File: config.mk
export PLATFORM = sky130hd
export DESIGN_NAME = ffpa_ctrl
export DESIGN_NICKNAME = d
export VERILOG_FILES = /design/src/hw/rtl/ffpa_pkg.sv /design/src/hw/rtl/ffpa_ctrl.sv
export SDC_FILE = /design/constraint.sdc
export NUM_CORES = 1
export LEC_CHECK = 0
export BUFFER_PORTS_ARGS = -buffer_cell sky130_fd_sc_hd__buf_2
export CORE_MARGIN = 3
export CORE_UTILIZATION = 49
export CTS_CLUSTER_SIZE = 25
export DETAILED_ROUTE_END_ITERATION = 10
export PLACE_DENSITY = 0.85
export REMOVE_ABC_BUFFERS = 1
export SLEW_MARGIN = 20
export SYNTH_ARGS = -nofsm -noshare
export SYNTH_HDL_FRONTEND = slang
export SYNTH_SLANG_ARGS = --single-unit
File: constraint.sdc
create_clock -name clock -period 1.76 [get_ports clock]
set_input_delay 0.352 -clock clock [delete_from_list [all_inputs] [get_ports clock]]
set_output_delay 0.352 -clock clock [all_outputs]
set_load 0.005 [all_outputs]
File: src/hw/rtl/ffpa_pkg.sv
`default_nettype none

package ffpa_pkg;

   // Stream payload layout
   localparam int unsigned REQ_TDATA_W = 32;
   localparam int unsigned RSP_TDATA_W = 16;
   localparam int unsigned BYTES_W     = 13;
   localparam int unsigned OFFSET_W    = 12;

   // Request operation codes
   localparam logic OP_ALLOC = 1'b0;
   localparam logic OP_FREE  = 1'b1;

   // Datapath operations issued by the controller
   typedef enum logic [4:0] {
      DP_NOP,
      DP_CLEAR,
      DP_ACCEPT,
      DP_RD_CUR,
      DP_ADVANCE,
      DP_WR_SPLIT_N,
      DP_WR_SPLIT_CUR,
      DP_LINK_N,
      DP_UNLINK,
      DP_RD_H,
      DP_FREE_EMPTY,
      DP_TAKE_H,
      DP_FREE_STEP,
      DP_WR_BOTH,
      DP_WR_JPREV,
      DP_WR_JNEXT,
      DP_WR_NONE,
      DP_LINK_H
   } dp_op_type;

   // Kind of response loaded into the output register
   typedef enum logic [1:0] {
      RSP_FAIL,
      RSP_ALLOC_OK,
      RSP_FREE_OK
   } rsp_kind_type;

   typedef struct packed {
      dp_op_type    op;
      logic         rsp_load;
      rsp_kind_type kind;
   } dp_cmd_type;

   typedef struct packed {
      logic clear_last;
      logic req_is_free;
      logic need_bad;
      logic alloc_stop;
      logic fit_split;
      logic fit_whole;
      logic hdr_last;
      logic free_bad;
      logic empty;
      logic free_more;
      logic free_dup;
      logic join_prev;
      logic join_next;
   } dp_status_type;

   // Controller states
   typedef enum logic [3:0] {
      ST_CLEAR,
      ST_IDLE,
      ST_A_TEST,
      ST_A_EVAL,
      ST_A_SPLIT_N,
      ST_A_SPLIT_CUR,
      ST_A_SPLIT_LINK,
      ST_A_WHOLE,
      ST_F_TEST,
      ST_F_HDR,
      ST_F_WALK,
      ST_F_MERGE,
      ST_F_LINK,
      ST_R_ALLOC,
      ST_R_OK,
      ST_R_FAIL
   } state_type;

endpackage

`default_nettype wire

File: src/hw/rtl/ffpa_ctrl.sv
`default_nettype none

module ffpa_ctrl (
   input  wire logic                    clock,
   input  wire logic                    reset,
   input  wire logic                    req_tvalid,
   output logic                         req_tready,
   output logic                         rsp_tvalid,
   input  wire logic                    rsp_tready,
   input  wire ffpa_pkg::dp_status_type status,
   output ffpa_pkg::dp_cmd_type         cmd
);

   ffpa_pkg::state_type state_ff, state_in;
   logic                rsp_valid_ff, rsp_valid_in;
   logic                slot_free_c;

   assign slot_free_c = !rsp_valid_ff || rsp_tready;
   assign req_tready  = (state_ff == ffpa_pkg::ST_IDLE);
   assign rsp_tvalid  = rsp_valid_ff;

   // Next state
   always_comb begin
      state_in = state_ff;
      unique case (state_ff)
         ffpa_pkg::ST_CLEAR:
            if (status.clear_last) state_in = ffpa_pkg::ST_IDLE;
         ffpa_pkg::ST_IDLE:
            if (req_tvalid) begin
               state_in = status.req_is_free ? ffpa_pkg::ST_F_TEST : ffpa_pkg::ST_A_TEST;
            end
         ffpa_pkg::ST_A_TEST:
            state_in = (status.need_bad || status.alloc_stop) ? ffpa_pkg::ST_R_FAIL
                                                              : ffpa_pkg::ST_A_EVAL;
         ffpa_pkg::ST_A_EVAL: begin
            priority if (status.fit_split) state_in = ffpa_pkg::ST_A_SPLIT_N;
            else if (status.fit_whole)     state_in = ffpa_pkg::ST_A_WHOLE;
            else if (status.hdr_last)      state_in = ffpa_pkg::ST_R_FAIL;
            else                           state_in = ffpa_pkg::ST_A_TEST;
         end
         ffpa_pkg::ST_A_SPLIT_N:    state_in = ffpa_pkg::ST_A_SPLIT_CUR;
         ffpa_pkg::ST_A_SPLIT_CUR:  state_in = ffpa_pkg::ST_A_SPLIT_LINK;
         ffpa_pkg::ST_A_SPLIT_LINK: state_in = ffpa_pkg::ST_R_ALLOC;
         ffpa_pkg::ST_A_WHOLE:      state_in = ffpa_pkg::ST_R_ALLOC;
         ffpa_pkg::ST_F_TEST:
            state_in = status.free_bad ? ffpa_pkg::ST_R_FAIL : ffpa_pkg::ST_F_HDR;
         ffpa_pkg::ST_F_HDR:
            state_in = status.empty ? ffpa_pkg::ST_R_OK : ffpa_pkg::ST_F_WALK;
         ffpa_pkg::ST_F_WALK:
            if (!status.free_more || status.hdr_last) state_in = ffpa_pkg::ST_F_MERGE;
         ffpa_pkg::ST_F_MERGE: begin
            priority if (status.free_dup)                      state_in = ffpa_pkg::ST_R_OK;
            else if (status.join_prev)                         state_in = ffpa_pkg::ST_R_OK;
            else                                               state_in = ffpa_pkg::ST_F_LINK;
         end
         ffpa_pkg::ST_F_LINK: state_in = ffpa_pkg::ST_R_OK;
         ffpa_pkg::ST_R_ALLOC, ffpa_pkg::ST_R_OK, ffpa_pkg::ST_R_FAIL:
            if (slot_free_c) state_in = ffpa_pkg::ST_IDLE;
         default: state_in = ffpa_pkg::ST_IDLE;
      endcase
   end

   // Commands to the datapath
   always_comb begin
      cmd.op       = ffpa_pkg::DP_NOP;
      cmd.rsp_load = 1'b0;
      cmd.kind     = ffpa_pkg::RSP_FAIL;
      unique case (state_ff)
         ffpa_pkg::ST_CLEAR: cmd.op = ffpa_pkg::DP_CLEAR;
         ffpa_pkg::ST_IDLE:
            if (req_tvalid) cmd.op = ffpa_pkg::DP_ACCEPT;
         ffpa_pkg::ST_A_TEST:
            if (!(status.need_bad || status.alloc_stop)) cmd.op = ffpa_pkg::DP_RD_CUR;
         ffpa_pkg::ST_A_EVAL:
            if (!status.fit_split && !status.fit_whole && !status.hdr_last) begin
               cmd.op = ffpa_pkg::DP_ADVANCE;
            end
         ffpa_pkg::ST_A_SPLIT_N:    cmd.op = ffpa_pkg::DP_WR_SPLIT_N;
         ffpa_pkg::ST_A_SPLIT_CUR:  cmd.op = ffpa_pkg::DP_WR_SPLIT_CUR;
         ffpa_pkg::ST_A_SPLIT_LINK: cmd.op = ffpa_pkg::DP_LINK_N;
         ffpa_pkg::ST_A_WHOLE:      cmd.op = ffpa_pkg::DP_UNLINK;
         ffpa_pkg::ST_F_TEST:
            if (!status.free_bad) cmd.op = ffpa_pkg::DP_RD_H;
         ffpa_pkg::ST_F_HDR:
            cmd.op = status.empty ? ffpa_pkg::DP_FREE_EMPTY : ffpa_pkg::DP_TAKE_H;
         ffpa_pkg::ST_F_WALK:
            if (status.free_more) cmd.op = ffpa_pkg::DP_FREE_STEP;
         ffpa_pkg::ST_F_MERGE: begin
            priority if (status.free_dup)                     cmd.op = ffpa_pkg::DP_NOP;
            else if (status.join_prev && status.join_next)    cmd.op = ffpa_pkg::DP_WR_BOTH;
            else if (status.join_prev)                        cmd.op = ffpa_pkg::DP_WR_JPREV;
            else if (status.join_next)                        cmd.op = ffpa_pkg::DP_WR_JNEXT;
            else                                              cmd.op = ffpa_pkg::DP_WR_NONE;
         end
         ffpa_pkg::ST_F_LINK: cmd.op = ffpa_pkg::DP_LINK_H;
         ffpa_pkg::ST_R_ALLOC: begin
            cmd.rsp_load = slot_free_c;
            cmd.kind     = ffpa_pkg::RSP_ALLOC_OK;
         end
         ffpa_pkg::ST_R_OK: begin
            cmd.rsp_load = slot_free_c;
            cmd.kind     = ffpa_pkg::RSP_FREE_OK;
         end
         ffpa_pkg::ST_R_FAIL: begin
            cmd.rsp_load = slot_free_c;
            cmd.kind     = ffpa_pkg::RSP_FAIL;
         end
         default: begin
         end
      endcase
   end

   // Output valid: set on load, drop on transfer
   always_comb begin
      rsp_valid_in = rsp_valid_ff;
      if (rsp_tready) rsp_valid_in = 1'b0;
      if (cmd.rsp_load) rsp_valid_in = 1'b1;
   end

   always_ff @(posedge clock) begin
      if (reset) begin
         state_ff     <= ffpa_pkg::ST_CLEAR;
         rsp_valid_ff <= 1'b0;
      end else begin
         state_ff     <= state_in;
         rsp_valid_ff <= rsp_valid_in;
      end
   end

endmodule

`default_nettype wire

==> results.cfg, run 1 <==
[run_status]
status = finished clean

[synth]
synthCells = 105
synth-edff-count = 0
yosys_warnings = 0
synth-async-reset-ratio_pct = 0
avgSynthCellArea_um2 = 7.55
ys_ff_latch = 5
synth_top_area_share_pct = 12.6
synth_top_area_cell = dfxtp_1
yosysSeqAreaShare_pct = 12.6
synth-main-ff-cell = dfxtp_1
ys_top_cells_by_area = dfxtp_1, buf_6, a21oi_1
synthesis.area_um2 = 793
synth_cell_types = 48

[power]
p_comb_share_pct = 53.4
seq_power_share_pct = 25.3
power.density_nw_per_um2 = 639
swShare_pct = 40.0
switchingPower_mw = 0.261
ir_drop_mv = 0.317
intPower_mw = 0.390
leakage_nw = 0.472
clkPwrFrac_pct = 21.3

[clock_tree]
cts-root-buf = clkbuf_4
htreeDepth = 1
clockBufferDepth = 2
cts_tree = done
clk_pin_slew_ps = 50
cts_sinks = 5
cts_buffers = 3
clock_latency_ps = 250

[floorplanning]
num_io_pins = 27
rows = 13
chipWidth_um = 46.2
die_h_um = 46.2
initial_core_util_pct = 56.7
dieArea_um2 = 2140
core_um2 = 1400

[detailed_routing]
viasPerCell = 6.49
first_pass_iters = 4
drtIter0Drc = 45
drc = 0
ant_nets = 0
routedWlPerCell_um = 16.2
routed_wirelength_um = 2490
vias = 1000

[grt]
antenna_found_initial = 0
grt_use_total_pct = 26.0
grt_max_degree = 18
grt_pass1_wl_um = 4080
gr-total-overflow = 0
grt_pass1_vias = 907

[final_layout]
n_antenna_cell = 0
stdcell_count = 154
final-seq-area_um2 = 113
final_layout_size_suffix_gt1_share_pct = 43.2
area_growth_pct = 28.4
nNetsFinal = 159
multi_input_area_um2 = 614
fill_cells = 112

[critical_path]
start_kind = register
r2r-start = state_ff[1]
crit_chain = nor3b_2 > o21ai_1 > nand2_1 > a32o_1 > buf_2
required_ps = 1410
r2r_cells = 5
cp_max_fo = 14
setup.worst_path.end_class = output pin
rr_endpoint = state_ff[3]
crit_arrival_ps = 1380
rrSetupSlack_ps = 180
worstSetupPathType = register to output pin
slowest_delay_ps = 390
cpMaxStageDelayCell = dfxtp_4

[timing]
fin_worst_skew_ps = 2.21
relSlewSlack_pct = 72.6
setup_tns_ps = 0
period_minus_slack_ps = 1740
drv_slew = 0
finalHoldViolations = 0
layout_setup_ws_ps = 24.5
finalSetupViolCount = 0
timing.fmax_mhz = 576
tightestPinTransition_ps = 410
period_share_pct = 98.6

[placed_design]
gp_congestion = 0.851
port_buffers = 26
dpl.cell_count = 150
pre_cts_slack_ps = 33.2
dp_hpwl_um = 1940

[worst_hold_path]
hold-path-cell-count = 2
hold_path.class = primary input to register
min-delay-start = reset
whs_endpoint = state_ff[1]

[run]
cap_violations = 0
how the worst max path moves through the flow:
stage	startpoint	to	slack, ps	depth (start not counted)
2_1_floorplan	state_ff[1]	state_ff[1]	180	4
3_3_place_gp	state_ff[0]	cmd[5]	100	5
3_5_place_dp	status[0]	cmd[6]	30	8
4_1_cts	state_ff[0]	cmd[5]	0.3	5
5_1_grt	status[0]	cmd[6]	-40	8
6_report	state_ff[0]	cmd[5]	20	5
cells by family after synthesis:
kind of cell | count (synthesis) | synth area share (%)
adder cells (fa/ha/maj) | 2 | 3.15
multiplexers | 1 | 1.42
AND/OR/NAND/NOR | 39 | 28.9
AO/OA/AOI/OAI | 43 | 42.1
flip-flops | 5 | 12.6
buffers and inverters | 15 | 11.8
flip-flops by register name (all words and copies together) (netlist names):
name	count
state_ff	4
rsp_tvalid	1
cells in the mapped netlist, drive strengths merged, types with 2 or more instances:
cell type and count:
o21ai 9, buf 8, nor3 2, nand3 2
inv 7, nor2b 6, dfxtp 5, nand2b 5
nand2 6, o2bb2ai 2, a22oi 2, nor2 9
ha 2, a32o 2, a21oi 8, o22ai 3
o21ba 2, a32oi 3, nor3b 3
power groups by stage:
stage | registers, mW | logic, mW | clock network (mW)
floorplan | 0.163 | 0.185 | 0
global placement | 0.162 | 0.326 | 0
detailed placement | 0.162 | 0.337 | 0
CTS | 0.164 | 0.341 | 0.139
global route | 0.166 | 0.384 | 0.150
finish | 0.165 | 0.348 | 0.139
worst max-delay path: cells and delay by family (launching register included):
family	cells	cell delay (ps)
AOI/OAI and AO/OA	2	360
DFF	1	390
and+or+nand+nor	2	260
buffers and inverters	1	120
final cells by class:
class | instances | area share (%)
multi-input cells | 85 | 60.3
repair buffers | 38 | 21.6
flip-flops and latches | 5 | 11.1
clock buffers | 4 | 2.58
inverters | 7 | 2.58
well taps | 15 | 1.84
routing by layer:
layer	share of wire (%)	track usage [%]
met3	9.7	4.30
met4	1.6	7.39
met1	40	34.9
met5	0	0
met2	48	42.0
through the flow:
step                utilization (%)  area [um^2]  hold WS (ps)  power (mW)
floorplan                         -          726           418       0.348
global placement               69.0          965           578       0.487
detailed placement             69.0          965           587       0.499
CTS                            71.9         1010           337       0.643
global route                   72.8         1020           343       0.700
finish                         72.8         1020           342       0.651
cells in the final DEF, fill, tap and decap left out, types with 4 or more instances in the layout:
| cell | netlist | final |
|---|---|---|
| o21ai_1 | 3 | 4 |
| a21oi_1 | 7 | 7 |
| inv_1 | 5 | 5 |
| nor2_1 | 9 | 9 |
| buf_2 | 3 | 26 |
| nand2b_1 | 4 | 4 |
| nor2b_1 | 4 | 4 |
| buf_4 | 1 | 12 |
| o21ai_0 | 6 | 5 |
| nand2_1 | 5 | 5 |
repair_timing:
action,in CTS,in global routing
setup buffers,0,0
setup endpoints to repair,9,3
resized for setup,7,4
gates cloned,0,0
hold buffers,0,0
(Power assumes the default switching activity.)
==> run 2: changes to the inputs <==
--- a/config.mk
+++ b/config.mk
@@ -5,8 +5,8 @@
 export SDC_FILE = /design/constraint.sdc
 export NUM_CORES = 1
 export LEC_CHECK = 0
-export BUFFER_PORTS_ARGS = -buffer_cell sky130_fd_sc_hd__buf_2
-export CORE_MARGIN = 3
+export BUFFER_PORTS_ARGS = -buffer_cell sky130_fd_sc_hd__buf_4
+export CORE_MARGIN = 2
 export CORE_UTILIZATION = 49
 export CTS_CLUSTER_SIZE = 25
 export DETAILED_ROUTE_END_ITERATION = 10
==> results.cfg, run 2 (synthesis results as in run 1) <==
[run_status]
status = finished clean

[critical_path]
worstSetupPathType = register to output pin
endpoint = cmd[4]
rr_endpoint = state_ff[3]
r2r_cells = 6
rrSetupSlack_ps = 110
start_kind = register
cp_max_fo = 6
r2r-start = state_ff[0]
required_ps = 1410
setup.worst_path.end_class = output pin
crit_arrival_ps = 1350
crit_start = state_ff[0]

[placed_design]
gp_congestion = 0.910
dp_hpwl_um = 1780
port_buffers = 26
dpl.cell_count = 150
pre_cts_slack_ps = 44.4
post_dp_cell_area_um2 = 1020

[grt]
grt_use_total_pct = 25.8
grt_pass1_vias = 851
grt_max_degree = 19
antenna_found_initial = 0
gr-total-overflow = 0
grt_pass1_wl_um = 3820

[power]
leakage_nw = 0.526
ir_drop_mv = 0.409
power.density_nw_per_um2 = 645

[final_layout]
layout_commonest_cell = buf_4
largest_register_ffs = 4
final-seq-area_um2 = 110
area_growth_pct = 43.4
multi_input_area_um2 = 612
fill_cells = 109
layout_common_cells = buf_4, nor2_1, a21oi_1
regMostFlops = state_ff
stdcell_count = 162
nNetsFinal = 166
final_area_um2 = 1140
n_antenna_cell = 0
final_layout_size_suffix_gt1_share_pct = 45.2

[detailed_routing]
drtIter0Drc = 42
ant_nets = 0
met2RoutedLength_um = 1330
met3_length_um = 209
routed_wirelength_um = 2660
viasPerCell = 6.27
routedWlPerCell_um = 16.4
first_pass_iters = 4
drc = 0
vias = 1016
met1_length_um = 1090
topRoutingLayerUsed = met4

[timing]
layout_setup_ws_ps = 55.9
rsz0062_at_grt = true
fin_worst_skew_ps = 2.99
tightestPinTransition_ps = 476
timing.fmax_mhz = 587
finalHoldViolations = 0
setup_tns_ps = 0
period_minus_slack_ps = 1700
period_share_pct = 96.8
drv_slew = 0
relSlewSlack_pct = 68.2
finalSetupViolCount = 0

[clock_tree]
clock_latency_ps = 250
clockBufferDepth = 2
htreeDepth = 1
cts_tree = done
clk_pin_slew_ps = 50
cts-root-buf = clkbuf_4
cts_buffers = 3
cts_sinks = 5

[floorplanning]
dieArea_um2 = 1960
die_h_um = 44.2
num_io_pins = 27
chipWidth_um = 44.2
core_um2 = 1510
initial_core_util_pct = 52.7
rows = 14

[worst_hold_path]
hold_path.class = primary input to register

[run]
cap_violations = 0
-- run 2: cell types whose count changed in the layout (fill, tap and decap cells not counted), moves of 2 or more --
cell	before	now
buf_2	26	1
buf_4	12	42
buf_6	0	2
nor3b_2	2	0
nor3b_1	1	3
-- run 2: worst max-delay path, cell delays in order, from the launching register on --
cell and delay [ps]:
dfxtp_4 370, buf_4 160, buf_4 130, nor2_1 100, a22oi_1 80, o21ai_1 130, buf_4 120
-- run 2: cell type report --
type | instances | area share [%]
inverters | 7 | 2.31
flip-flops and latches | 5 | 9.68
repair buffers | 45 | 30.1
multi-input cells | 85 | 53.8
well taps | 16 | 1.76
clock buffers | 4 | 2.31
-- run 2: timing repair --
action,CTS,global route
setup endpoints to repair,8,7
resized for setup,3,11
buffers inserted,0,8
hold buffers,0,0
pin swaps,0,1
-- run 2: power by group --
| part | leakage (nW) | switching [mW] | internal (mW) |
|---|---|---|---|
| combinational | 0.468 | 0.202 | 0.242 |
| clock | 0.0150 | 0.0536 | 0.0862 |
| sequential | 0.0430 | 0.0228 | 0.127 |
-- run 2: worst min-delay path by stage --
stage | slack, ps | cells past startpoint | start | to
after global placement | 560 | 2 | reset | state_ff[1]
after detailed placement | 570 | 2 | reset | state_ff[1]
final | 310 | 2 | reset | state_ff[1]
after floorplan | 420 | 1 | reset | state_ff[1]
after global routing | 310 | 2 | reset | state_ff[1]
after CTS | 310 | 2 | reset | state_ff[2]
-- run 2: metrics by stage --
| stage | hold WS, ps | util, % | power, mW |
|---|---|---|---|
| 6_report | 310 | 75.5 | 0.733 |
| 5_1_grt | 306 | 75.5 | 0.782 |
| 4_1_cts | 315 | 70.0 | 0.658 |
| 3_5_place_dp | 569 | 67.9 | 0.516 |
| 3_3_place_gp | 564 | 67.9 | 0.507 |
| 2_1_floorplan | 418 | - | 0.348 |
-- run 2: metal layers --
layer  vias up  global-route usage (%)
li1        479                       -
met1       471                    36.1
met3         6                    3.67
met4         0                    6.06
met5         -                       0
met2        60                    41.8
==> run 3: changes to the inputs <==
--- a/config.mk
+++ b/config.mk
@@ -12,6 +12,7 @@
 export DETAILED_ROUTE_END_ITERATION = 10
 export PLACE_DENSITY = 0.85
 export REMOVE_ABC_BUFFERS = 1
+export SETUP_SLACK_MARGIN = 0.3
 export SLEW_MARGIN = 20
 export SYNTH_ARGS = -nofsm -noshare
 export SYNTH_HDL_FRONTEND = slang
==> results.cfg, run 3 <==
[grt]
antenna_found_initial = 0
grt_max_degree = 10

[synth]
yosysSeqAreaShare_pct = 12.6
synth-async-reset-ratio_pct = 0
synth-main-ff-cell = dfxtp_1
yosys_warnings = 0
synth-compound-area-share_pct = 42.1
synth_cell_types = 48
ys_top_cells_by_count = nor2_1, a21oi_1, o21ai_0
synth-edff-count = 0
synthesis.area_um2 = 793
synth_fa_ha_area_share_pct = 3.15
muxShareOfSynthArea_pct = 1.42
synth_simple_gate_area_share_pct = 28.9
synthCells = 105
ys_ff_latch = 5
yosysMostFrequentCell = nor2_1
synth_top_area_share_pct = 12.6
synth_top_family_by_area = compound AO/OA/AOI/OAI gates
avgSynthCellArea_um2 = 7.55
synth_top_area_cell = dfxtp_1
synth_xor_area_share_pct = 0
ys_top_cells_by_area = dfxtp_1, buf_6, a21oi_1

[floorplanning]
die_h_um = 44.2
chipWidth_um = 44.2
initial_core_util_pct = 52.7
rows = 14
num_io_pins = 27

[clock_tree]
cts-root-buf = clkbuf_4
ctsHoldBuffers = 0
cts_buffers = 3
clockBufferDepth = 2
cts_sinks = 5
htreeDepth = 1

[run_status]
status = aborted with a tool error
stop_stage = global routing
error_line = [ERROR DPL-0033] detailed placement checks failed during check placement.

[placed_design]
gp_congestion = 0.910
post_dp_cell_area_um2 = 1020
dpl.cell_count = 150
port_buffers = 26
dp_hpwl_um = 1780

[timing]
crit_endpoint = cmd[5]
endpoint_type = output port
[run 3: cell counts after synthesis]
No cell type changed its count.
[run 3: repair_timing]
action / in CTS
gates cloned: 1
pin swaps: 13
setup endpoints to repair: 13
endpoints found under the hold margin: 0
buffers inserted: 17
resized for setup: 26
[run 3: cell families after synthesis]
group / after synthesis
AOI/OAI and AO/OA: 43
DFF: 5
muxes: 1
and+or+nand+nor: 39
adders and majority gates: 2
buffers and inverters: 15
[run 3: stage by stage]
| step | setup slack, ps | hold WS (ps) |
|---|---|---|
| 2_1_floorplan | 175 | 418 |
| 4_1_cts | 102 | 306 |
| 3_3_place_gp | 89.6 | 564 |
| 3_5_place_dp | 44.4 | 569 |
==> run 4: changes to the inputs <==
--- a/config.mk
+++ b/config.mk
@@ -6,13 +6,11 @@
 export NUM_CORES = 1
 export LEC_CHECK = 0
 export BUFFER_PORTS_ARGS = -buffer_cell sky130_fd_sc_hd__buf_4
-export CORE_MARGIN = 2
-export CORE_UTILIZATION = 49
-export CTS_CLUSTER_SIZE = 25
+export CORE_AREA = 2 2 63 65
 export DETAILED_ROUTE_END_ITERATION = 10
-export PLACE_DENSITY = 0.85
+export DIE_AREA = 0 0 65 67
+export PLACE_DENSITY_LB_ADDON = 0.15
 export REMOVE_ABC_BUFFERS = 1
-export SETUP_SLACK_MARGIN = 0.3
 export SLEW_MARGIN = 20
 export SYNTH_ARGS = -nofsm -noshare
 export SYNTH_HDL_FRONTEND = slang
==> results.cfg, run 4 (synthesis results as in run 1) <==
[run_status]
status = finished clean

[detailed_routing]
vias = 945
first_pass_iters = 4
drc = 0
drtIter0Drc = 33
routedWlPerCell_um = 13.4
met3_length_um = 133
ant_nets = 0
met1_length_um = 1170
met2RoutedLength_um = 1180
viasPerCell = 5.03
topRoutingLayerUsed = met4
routed_wirelength_um = 2520

[timing]
period_minus_slack_ps = 1680
tightestPinTransition_ps = 387
timing.fmax_mhz = 595
relSlewSlack_pct = 74.1
finalHoldViolations = 0
finalSetupViolCount = 0
drv_slew = 0
period_share_pct = 95.4
layout_setup_ws_ps = 80.6
fin_worst_skew_ps = 2.85

[placed_design]
pre_cts_slack_ps = -8.20
gp_congestion = 0.839
dpl.cell_count = 184
port_buffers = 26
dp_hpwl_um = 2030

[grt]
grt_pass1_vias = 905
grt_pass1_wl_um = 4200
gr-total-overflow = 0
grt_max_degree = 16
antenna_found_initial = 0
grt_use_total_pct = 12.1

[final_layout]
area_growth_pct = 45.4
nNetsFinal = 160
regMostFlops = state_ff
largest_register_ffs = 4
layout_commonest_cell = buf_4
stdcell_count = 188
n_antenna_cell = 0
layout_common_cells = buf_4, nor2_1, a21oi_1
fin_util_pct = 32.0
final_layout_size_suffix_gt1_share_pct = 42.9

[floorplanning]
num_io_pins = 27
initial_core_util_pct = 22.0
dieArea_um2 = 4360
core_um2 = 3610
rows = 22
die_h_um = 67
chipWidth_um = 65

[critical_path]
worstSetupPathType = register to output pin
start_kind = register
crit_arrival_ps = 1330
required_ps = 1410
cp_max_fo = 15
setup.worst_path.end_class = output pin
rrSetupSlack_ps = 310

[power]
ir_drop_mv = 0.245
power.total_mw = 0.742
power.density_nw_per_um2 = 643
leakage_nw = 0.502

[clock_tree]
clock_latency_ps = 220
cts_buffers = 3
htreeDepth = 1
clockBufferDepth = 2
ctsHoldBuffers = 0
cts_tree = done
cts_sinks = 5
cts-root-buf = clkbuf_8
clk_pin_slew_ps = 40

[run]
cap_violations = 0

[worst_hold_path]
hold_path.class = primary input to register
==> run 4: area by class of cell <==
cell class | count | area (um^2)
clock buffer | 4 | 45.0
fill | 376 | 2450
inverter | 7 | 26.3
multi-input combinational | 85 | 608
sequential | 5 | 109
tap | 48 | 60.1
timing repair buffer | 39 | 305
==> run 4: final timing paths <==
kind	cells after the start	end	startpoint
max	5	cmd[5]	state_ff[0]
min	2	state_ff[1]	reset
max reg2reg	5	state_ff[3]	state_ff[0]
min reg2reg	2	state_ff[0]	state_ff[0]
==> run 4: repair_timing <==
| action | in CTS | in global routing |
|---|---|---|
| setup endpoints to repair | 7 | 3 |
| setup buffers | 0 | 0 |
| gates resized for setup | 5 | 3 |
==> run 4: power by group <==
group | switching, mW | internal (mW) | leakage [nW]
clock | 0.0572 | 0.156 | 0.0228
combinational | 0.166 | 0.200 | 0.436
sequential | 0.0348 | 0.128 | 0.0425
==> run 4: routing by layer <==
metal / global-route usage (%) / vias to the layer above
met4: 3.46 / 0
met5: 0 / -
li1: - / 472
met1: 15.7 / 441
met3: 2.70 / 4
met2: 19.8 / 28
==> run 4: worst max-delay path: stages (launching register included) <==
cell and delay [ps]:
dfxtp_4 390, nor3b_2 170, o21ai_2 140, nand2_1 70
a32o_1 200, buf_4 130
==> run 4: metrics by stage <==
stage	hold WS, ps	cell area, um^2	TNS, ps
floorplan	418	726	0
global placement	572	1090	0
detailed placement	571	1090	-14.4
CTS	336	1140	0
global route	340	1150	-1.70
finish	343	1150	0
